$ cat src/hdl/rgbc_ram.sv
`default_nettype none
// ----------------------------------------------------------------------------
// rgbc_ram - one-read one-write synchronous RAM
// Registered read data, updated only on a read.
// ----------------------------------------------------------------------------
module rgbc_ram #(
    parameter int ADDR_BITS = 4,
    parameter int DATA_BITS = 8
) (
    input  wire logic                 clk,
    input  wire logic                 rd_en,
    input  wire logic [ADDR_BITS-1:0] rd_addr,
    output logic      [DATA_BITS-1:0] rd_data,
    input  wire logic                 wr_en,
    input  wire logic [ADDR_BITS-1:0] wr_addr,
    input  wire logic [DATA_BITS-1:0] wr_data
);

    logic [DATA_BITS-1:0] mem [2**ADDR_BITS];
    logic [DATA_BITS-1:0] rd_data_reg;

    always_ff @(posedge clk)
    begin
        if (wr_en)
        begin
            mem[wr_addr] <= wr_data;
        end
        if (rd_en)
        begin
            rd_data_reg <= mem[rd_addr];
        end
    end

    assign rd_data = rd_data_reg;

endmodule
`default_nettype wire

$ cat config.mk
export PLATFORM = sky130hd
export DESIGN_NAME = rgbc_ram
export DESIGN_NICKNAME = d
export VERILOG_FILES = /design/src/hdl/rgbc_ram.sv
export SDC_FILE = /design/constraint.sdc
export NUM_CORES = 1
export LEC_CHECK = 0
export BUFFER_PORTS_ARGS = -buffer_cell sky130_fd_sc_hd__clkbuf_2
export CORE_ASPECT_RATIO = 1.5
export CORE_MARGIN = 2
export CORE_UTILIZATION = 59
export DETAILED_ROUTE_END_ITERATION = 8
export PLACE_DENSITY = 0.85
export SYNTH_ARGS = -nofsm -noshare
export SYNTH_HDL_FRONTEND = slang
export SYNTH_SLANG_ARGS = --single-unit
$ cat constraint.sdc
create_clock -name clk -period 4.29 [get_ports clk]
set_input_delay 1.287 -clock clk [delete_from_list [all_inputs] [get_ports clk]]
set_output_delay 1.287 -clock clk [all_outputs]
set_load 0.005 [all_outputs]
==> results.json <==
{
  "synth-xor-area-share": 0,
  "rsz0062_at_grt": "no",
  "syn_inst": 229,
  "grt_pass1_wl_um": 15000,
  "whs_ps": 764,
  "critPathSlowestCell": "mux4_1",
  "hold_path_class": "register to register",
  "cap_viol_max_count": 0,
  "drt_iter0_drc": 222,
  "ctsRootBufferMaster": "clkbuf_16",
  "insertedDiodeCount": 0,
  "synthTopCellsByArea": "edfxtp_1 (78%), mux4_2 (7.8%), mux4_1 (7.0%), a22oi_1 (2.3%), nor2_1 (0.93%)",
  "port_buffers": 26,
  "num_vias": 2465,
  "synth_mux_area_frac": 0.148,
  "synth_compound_area_frac": 0.0230,
  "fin_ws_ps": 1530,
  "rows": 42,
  "ant_nets": 0,
  "dp_cells": 360,
  "dr.pass1.iters": 4,
  "io_pins": 27,
  "setup_violations": 0,
  "core_area_mm2": 0.00872,
  "die_height_um": 119,
  "run_status": "finished, final reports clean",
  "fin_tns_setup_ps": 0,
  "htree_levels": 4,
  "cp_max_fo": 32,
  "ys_seq_area_frac": 0.781,
  "viasPerCell": 6.32,
  "grt_usage": 0.231,
  "drv_slew": 0,
  "wl_met2_um": 5160,
  "syn_area_mm2": 0.00523,
  "fmax_ghz": 0.362,
  "drt-total-wl_um": 9780,
  "finalNetCount": 288,
  "die-area_mm2": 0.00964,
  "critPathKind": "input port to register",
  "syn_nets": 248,
  "layoutNonFillerInstCount": 390,
  "numCtsBuffers": 17,
  "cts.clk_slew.worst_paths_ps": 50,
  "end_kind": "register",
  "path_buf_inv": 2,
  "routed.top_layer": "met4",
  "power_leakage_uw": 0.00201,
  "cts_resized": 0,
  "p_per_area_mw_per_mm2": 494,
  "worst_slew_pin_slew_ps": 890,
  "gp_congestion": 0.773,
  "cp_cell_sequence": "clkbuf_2, buf_4, mux4_1, a22oi_1, nand2_1",
  "crit_path_start_kind": "input port",
  "vdd_ir_drop_max_uv": 335,
  "routedWlPerCell_um": 25.1,
  "grt_pass1_vias": 2601,
  "cts_hold_buf": 0,
  "cts_tree": "built",
  "finalCriticalPeriod_ps": 2760,
  "wl_met3_um": 565,
  "die_w_um": 80.9,
  "clock_latency_ps": 410,
  "synth.distinct_cells": 18,
  "synth_top_family_by_area": "multiplexers",
  "dpl_worst_slack_ps": 1140,
  "drive_gt1_frac": 0.275,
  "skew_ps": 4.76,
  "synth_largest_area_cell": "edfxtp_1",
  "period_share": 0.644,
  "largest_reg_flops": 128,
  "ys.warnings.count": 0,
  "worst_ep_arrival_time_ps": 2920,
  "initial_utilization": 0.599,
  "grt_max_degree": 33,
  "yosys.area_share.simple": 0.0314,
  "synth_top_area_frac": 0.781,
  "wl_met1_um": 3700,
  "dp_hpwl_um": 5920,
  "overflow": 0,
  "clock_sinks": 136,
  "timing.slew.headroom": 0.405,
  "crit_family": "multiplexers",
  "cts.path.max_buffers": 2,
  "max_stage_delay_ps": 660,
  "required_ps": 4450,
  "area_delta_synth_final_pct": 14.6,
  "synth_area_per_cell_um2": 22.8,
  "postCtsSetupBuffers": 0,
  "ys_seq_elements": 136,
  "route.detailed.drc": 0,
  "synth_fa_ha_area_frac": 0,
  "hold_viol_final": 0,
  "antenna_found_initial": 0
}
final timing paths:
check / from / endpoint / slack [ps] / cells past startpoint
min: mem[11][4]$_DFFE_PP_ / rd_data[4]$_DFFE_PP_ / 760 / 3
max reg2reg: mem[1][5]$_DFFE_PP_ / rd_data[5]$_DFFE_PP_ / 2740 / 3
min reg2reg: mem[11][4]$_DFFE_PP_ / rd_data[4]$_DFFE_PP_ / 760 / 3
max: rd_addr[0] / rd_data[5]$_DFFE_PP_ / 1530 / 5
cells in the mapped netlist:
library cell and count:
mux4_2 18, nand2_1 9, nor3_1 4, clkdlybuf4s25_2 3
edfxtp_1 136, buf_6 3, or3b_2 1, and2_1 1
buf_2 3, buf_4 1, nand3b_1 2, a22oi_1 16
nor2b_1 1, nor2_1 13, nand3_1 1, and2b_1 1
nand2b_1 2, mux4_1 14
routing by layer:
layer  vias up  track usage
li1       1062            -
met4         0        0.127
met2       122        0.366
met5         -            0
met3        25       0.0682
met1      1256        0.284
cells by family after synthesis:
family | count (synthesis)
buffers and inverters | 10
multiplexers | 32
flip-flops | 136
AO/OA/AOI/OAI | 16
AND/OR/NAND/NOR | 35
final cells by class:
cell class | count | area (um^2)
clock buffers | 19 | 433
repair buffers | 31 | 168
multi-input cells | 83 | 1060
well taps | 110 | 138
flip-flops and latches | 136 | 4080
fillers | 553 | 2740
clock inverters | 11 | 109
power breakdown:
part	total [uW]	leakage [uW]	switching [uW]	internal, uW
clock network	1320	0.000265	486	837
registers	1510	0.00124	8.13	1500
logic	128	0.000504	75.4	52.6
worst reg2reg max path, delay by kind of cell (launching register included):
family	cells	cell delay [ps]
DFF	1	360
muxes	1	540
AOI/OAI and AO/OA	1	300
and+or+nand+nor	1	90
placed cells by master, fill, tap and decap left out:
cell type,count
edfxtp_1,136
clkbuf_2,26
mux4_2,18
clkbuf_16,17
a22oi_1,16
mux4_1,14
nor2_1,13
nand2_1,9
clkinv_2,6
buf_4,5
nor3_1,4
nand3b_1,2
nand2b_1,2
clkbuf_1,2
clkinvlp_4,2
bufinv_16,2
nor2b_1,1
and2_1,1
and2b_1,1
nand3_1,1
or3b_2,1
clkinv_1,1
metrics by stage:
step	utilization	cell area, um^2	power, uW
global route	0.686	5990	3040
CTS	0.686	5990	2980
global placement	0.624	5450	1650
finish	0.686	5990	2960
detailed placement	0.624	5450	1660
floorplan	-	5230	1610
Note: power is estimated with default switching activity, not from simulation.
