<file path="src/hdl/rgbc_pkg.sv">
`default_nettype none
// ----------------------------------------------------------------------------
// rgbc_pkg - shared types and constants
// Widths, codes, reset values and the configuration bundle of the gshare
// predictor with perceptron chooser.
// ----------------------------------------------------------------------------
package rgbc_pkg;

    // Default table geometry
    localparam int GSHARE_INDEX_BITS_DEF = 12;
    localparam int ROUTER_INDEX_BITS_DEF = 10;
    localparam int HISTORY_BITS_DEF      = 16;

    // Fixed structure
    localparam int ROUTER_TABLES = 4;
    localparam int SLICE_SHIFT   = 5;

    // Beat field widths
    localparam int ACTION_W = 2;
    localparam int PC_W     = 64;
    localparam int SNAP_W   = 16;

    // Counters and weights
    localparam int CTR_W = 3;
    localparam logic [CTR_W-1:0] CTR_INIT = 3'd4;
    localparam logic [CTR_W-1:0] CTR_MAX  = 3'd7;
    localparam logic [CTR_W-1:0] CTR_MIN  = 3'd0;

    localparam int WEIGHT_W = 8;
    localparam logic signed [WEIGHT_W-1:0] WEIGHT_INIT = 8'sd1;
    localparam int SUM_W = WEIGHT_W + 2;

    // Configuration registers
    localparam int THR_W = 10;
    localparam int CMP_W = 11;
    localparam logic signed [THR_W-1:0]    THR_RESET  = 10'sd2;
    localparam logic signed [WEIGHT_W-1:0] WMAX_RESET = 8'sd31;
    localparam logic signed [WEIGHT_W-1:0] WMIN_RESET = -8'sd32;

    localparam int APB_ADDR_W = 4;
    localparam int APB_DATA_W = 32;

    typedef enum logic [ACTION_W-1:0] {
        ACT_PREDICT = 2'd0,
        ACT_SHIFT   = 2'd1,
        ACT_TRAIN   = 2'd2
    } action_t;

    typedef enum logic [1:0] {
        REG_THRESHOLD = 2'd0,
        REG_WMAX      = 2'd1,
        REG_WMIN      = 2'd2
    } reg_idx_t;

    typedef struct packed {
        logic signed [THR_W-1:0]    threshold;
        logic signed [WEIGHT_W-1:0] weight_max;
        logic signed [WEIGHT_W-1:0] weight_min;
    } rgbc_cfg_t;

endpackage
`default_nettype wire

</file>
<file path="src/hdl/rgbc_apb_regs.sv">
`default_nettype none
// ----------------------------------------------------------------------------
// rgbc_apb_regs - configuration register file
// APB-style slave holding the chooser threshold and weight bounds.
// ----------------------------------------------------------------------------
module rgbc_apb_regs
    import rgbc_pkg::*;
(
    input  wire logic                  clk,
    input  wire logic                  rst_n,
    input  wire logic                  psel,
    input  wire logic                  penable,
    input  wire logic                  pwrite,
    input  wire logic [APB_ADDR_W-1:0] paddr,
    input  wire logic [APB_DATA_W-1:0] pwdata,
    output logic      [APB_DATA_W-1:0] prdata,
    output logic                       pready,
    output rgbc_cfg_t                  cfg
);

    logic signed [THR_W-1:0]    thr_reg,  thr_next;
    logic signed [WEIGHT_W-1:0] wmax_reg, wmax_next;
    logic signed [WEIGHT_W-1:0] wmin_reg, wmin_next;
    logic [1:0]                 reg_idx;
    logic                       wr_hit;

    assign reg_idx = paddr[APB_ADDR_W-1:2];
    assign pready  = 1'b1;
    assign wr_hit  = psel & penable & pwrite & pready;

    always_comb
    begin
        thr_next  = thr_reg;
        wmax_next = wmax_reg;
        wmin_next = wmin_reg;
        if (wr_hit)
        begin
            case (reg_idx)
                REG_THRESHOLD: thr_next  = $signed(pwdata[THR_W-1:0]);
                REG_WMAX:      wmax_next = $signed(pwdata[WEIGHT_W-1:0]);
                REG_WMIN:      wmin_next = $signed(pwdata[WEIGHT_W-1:0]);
                default:       ;
            endcase
        end
    end

    always_ff @(posedge clk or negedge rst_n)
    begin
        if (!rst_n)
        begin
            thr_reg  <= THR_RESET;
            wmax_reg <= WMAX_RESET;
            wmin_reg <= WMIN_RESET;
        end
        else
        begin
            thr_reg  <= thr_next;
            wmax_reg <= wmax_next;
            wmin_reg <= wmin_next;
        end
    end

    // Return sign-extended register contents
    always_comb
    begin
        case (reg_idx)
            REG_THRESHOLD: prdata = APB_DATA_W'(thr_reg);
            REG_WMAX:      prdata = APB_DATA_W'(wmax_reg);
            REG_WMIN:      prdata = APB_DATA_W'(wmin_reg);
            default:       prdata = '0;
        endcase
    end

    assign cfg.threshold  = thr_reg;
    assign cfg.weight_max = wmax_reg;
    assign cfg.weight_min = wmin_reg;

endmodule
`default_nettype wire

</file>
<file path="config.mk">
export PLATFORM = sky130hd
export DESIGN_NAME = rgbc_apb_regs
export DESIGN_NICKNAME = d
export VERILOG_FILES = /design/src/hdl/rgbc_pkg.sv /design/src/hdl/rgbc_apb_regs.sv
export SDC_FILE = /design/constraint.sdc
export NUM_CORES = 1
export LEC_CHECK = 0
export ABC_AREA = 1
export BUFFER_PORTS_ARGS = -buffer_cell sky130_fd_sc_hd__buf_2
export CAP_MARGIN = 10
export CORE_ASPECT_RATIO = 0.7
export CORE_MARGIN = 2
export CORE_UTILIZATION = 37
export DETAILED_ROUTE_END_ITERATION = 7
export HOLD_SLACK_MARGIN = 0.15
export PLACE_DENSITY_LB_ADDON = 0.12
export SLEW_MARGIN = 20
export SYNTH_ARGS = -nofsm -noshare
export SYNTH_HDL_FRONTEND = slang
export SYNTH_SLANG_ARGS = --single-unit
</file>
<file path="constraint.sdc">
create_clock -name clk -period 1.6 [get_ports clk]
set_input_delay 0.32 -clock clk [delete_from_list [all_inputs] [get_ports clk]]
set_output_delay 0.32 -clock clk [all_outputs]
set_load 0.01 [all_outputs]
</file>
==> parameters.txt <==
Parameter                              Value

STA
  Final count of negative-setup-slack endpoints ... 0
  Headroom to the max-slew limit ... 0.6033
  Slew at the pin closest to its max-slew limit ... 595.0 ps
  Final critical delay including setup and external delays ... 1545 ps
  Unrepaired setup endpoints after global routing ... true
  Final-report hold violation count ... 0
  Crit share post-route ... 0.9656
  Setup skew after layout ... 0 ps
  Count of final max-slew check failures ... 0
  Peak clock frequency supported by timing ... 647.2 MHz
  Fin Setup TNS ... 0 ps
  Minimum setup slack in the final design ... 54.99 ps

Floorplanning
  Chip Width ... 77.59 um
  Total Die Area ... 4307 um^2
  Row count ... 18
  Core region area ... 3581 um^2
  Starting Density ... 0.3917
  Top-Level Pins ... 100
  Die boundary height ... 55.51 um

Drt
  Via Count ... 1285
  Drt drc ... 0
  DRT iter0 DRCs ... 74
  Vias per Instance ... 4.371
  Wirelength per Cell ... 12.64 um
  Detailed-route wire length ... 3716 um
  Count of antenna-violating nets left after detailed routing ... 0
  Pre-antenna DRT Iters ... 4

Synthesis
  Area of the mapped netlist ... 1403 um^2
  Register bit total from synthesis ... 26
  Mapped Cells ... 183
  Mapped Nets ... 224
  Main combinational cell family by area after synthesis ... simple AND/OR/NAND/NOR gates
  Sequential share of the synthesized area ... 0.4719
  Synth warnings ... 0
  Avg Cell Area, Syn ... 7.664 um^2
  Multiplexer share of the synthesized area ... 0
  Arithmetic-cell share of the synthesized area counting full adders, half adders and majority gates ... 0
  Post-synthesis xor/xnor area fraction ... 0
  Compound-gate portion of the synthesized area ... 0
  Count of cell types in the netlist ... 12
  Simple logic cell fraction of the synthesized area ... 0.3836

Cells and area
  Antenna cell count ... 0
  Fraction of the core area covered by cells at the end of the flow ... 0.4983
  Flip-flop count of the largest register after layout ... 10
  Most common cell after layout, fill and taps aside ... nand2_1
  Layout cells sized above 1 ... 0.4385
  Final instance count without filler cells ... 294
  Total Nets Final ... 286
  Most frequent cells in the layout ... 104 x nand2_1, 74 x buf_2, 17 x dfrtp_1
  Area added between synthesis and finish ... 27.21%

Clocking
  Clock sink total ... 26
  Worst-case clock buffer depth ... 2
  Latest clock arrival within the worst-skew pair ... 270 ps
  TritonCTS Buffers ... 3
  H-tree levels ... 1
  Clock tree from TritonCTS ... done
  Clk root buf ... clkbuf_8
  Clock-pin slew on the worst setup and hold paths ... 90 ps

Pwr
  Overall power ... 2.000 mW
  Part of the power in registers ... 0.467
  Comb pwr share ... 0.342
  Switching power ... 0.7102 mW
  Switching fraction of total power ... 0.3552
  Portion of total power attributed to the clock network ... 0.191
  Pwr Density ... 1121 nW/um^2
  Worst supply voltage drop on vdd ... 0.4380 mV
  Cell Int Power ... 1.289 mW
  Standby leakage power ... 1.082 nW

Hold path
  Source of the worst hold timing path ... pwdata[8]
  Hold EP ... thr_reg[8]$_DFFE_PN0P_
  Hold Path Class ... in2reg
  Number of instances on the worst hold path ... 3

Placement
  HPWL Detailed ... 2608 um
  Worst slack at placement ... 35.81 ps
  Routability-driven placement congestion ratio ... 0.7381
  Number of port buffers ... 74
  Number of cells in the design after placement ... 288

Global route
  Wire length of the first global-routing pass ... 5947 um
  Overflow left after global routing ... 0
  Largest net degree at the start of global routing ... 27
  Gr busiest metal ... met1
  GRT met1 Usage ... 0.2727
  Met3 usage ... 0.04248
  Number of antenna violations at the first check in global routing ... 0
  Met2 layer usage reported by global route ... 0.2525
  Vias in the first global route ... 1152
  Global-route usage over all layers ... 0.1749

Status
  Run status ... completed

Setup path
  Data arrival time of the worst path ... 1230 ps
  Total number of cells along the worst setup path ... 4
  R2R depth ... 2
  Worst path required time ... 1280 ps
  Worst reg2reg path endpoint ... wmin_reg[7]$_DFFE_PN1P_
  Kind of cell adding the most delay to the critical path ... flip-flops
  Crit path max fanout ... 3
  Critical setup path kind ... reg2out
  Sort of element at the end of the critical path ... output pin
  Startpoint of the worst register-to-register path ... wmin_reg[7]$_DFFE_PN1P_
  Cells along the critical path ... nand2_4 -> buf_6 -> nand3_1 -> buf_2
  Crit path largest cell delay ... 580 ps
  Cell with the largest stage delay on the worst path ... dfstp_2
  Crit start category ... register
  Minimum setup slack among reg-to-reg paths ... 860 ps
  Count of buffering cells on the critical path with inverters included ... 2

Job
  Max-cap violations ... 0
## worst max path at each step
stage	end	start	slack, ps
floorplan	prdata[10]	paddr[3]	90
global placement	prdata[25]	paddr[3]	60
CTS	prdata[8]	wmin_reg[7]$_DFFE_PN1P_	2
detailed placement	prdata[23]	paddr[3]	40
global route	prdata[19]	wmin_reg[7]$_DFFE_PN1P_	-20
finish	prdata[7]	wmin_reg[7]$_DFFE_PN1P_	50
## per-layer routing
layer  vias to the layer above  part of all wire
met1                       580              0.53
met2                        39              0.41
met3                         5             0.050
li1                        661                 -
met5                         -                 0
met4                         0            0.0062
## timing repair
action,in CTS,in global routing
gates cloned,0,1
setup buffers,0,0
pin swaps,0,2
hold endpoints to repair,17,0
resized for setup,1,4
endpoints found under the setup margin,23,25
hold buffers,1,0
## power by group through the flow
stage | registers (mW) | clock network [mW] | logic, mW
floorplan | 0.997 | 0 | 0.394
global route | 0.957 | 0.420 | 0.763
global placement | 0.941 | 0 | 0.671
CTS | 0.929 | 0.398 | 0.685
finish | 0.934 | 0.382 | 0.684
detailed placement | 0.939 | 0 | 0.678
## cell usage after synthesis
cell type | n | area share
conb_1 | 1 | 0.0027
nor2_4 | 4 | 0.032
inv_1 | 3 | 0.0080
nand2_1 | 106 | 0.28
dfrtp_1 | 17 | 0.30
nand3_1 | 10 | 0.036
dfstp_2 | 9 | 0.17
inv_2 | 2 | 0.0054
nand3_2 | 1 | 0.0071
nand2_2 | 5 | 0.022
buf_4 | 24 | 0.13
nor2_1 | 1 | 0.0027
## logic make-up (layout without fill, tap and decap cells)
group / Yosys count / in the layout
flops: 26 / 26
other cells: 1 / 1
simple gates: 127 / 128
buf+inv: 29 / 89
## worst reg2reg max path, cell delays in order (launching register included)
cell	delay, ps
dfstp_2	580
nand2_1	60
nand2_1	60
## through the flow
step	instance area, um^2	hold WS, ps
after floorplan	1408	24.41
after global placement	1698	353.2
after detailed placement	1698	363.5
after CTS	1760	238.0
after global routing	1784	257.0
final	1784	244.6
## final cells by class
cell class	count	area, um^2
inverters	5	18.77
flip-flops and latches	26	661.9
repair buffers	80	421.7
clock buffers	4	45.04
multi-input cells	129	574.3
fillers	376	1797
well taps	50	62.56
Power figures use the tool's default switching activity.
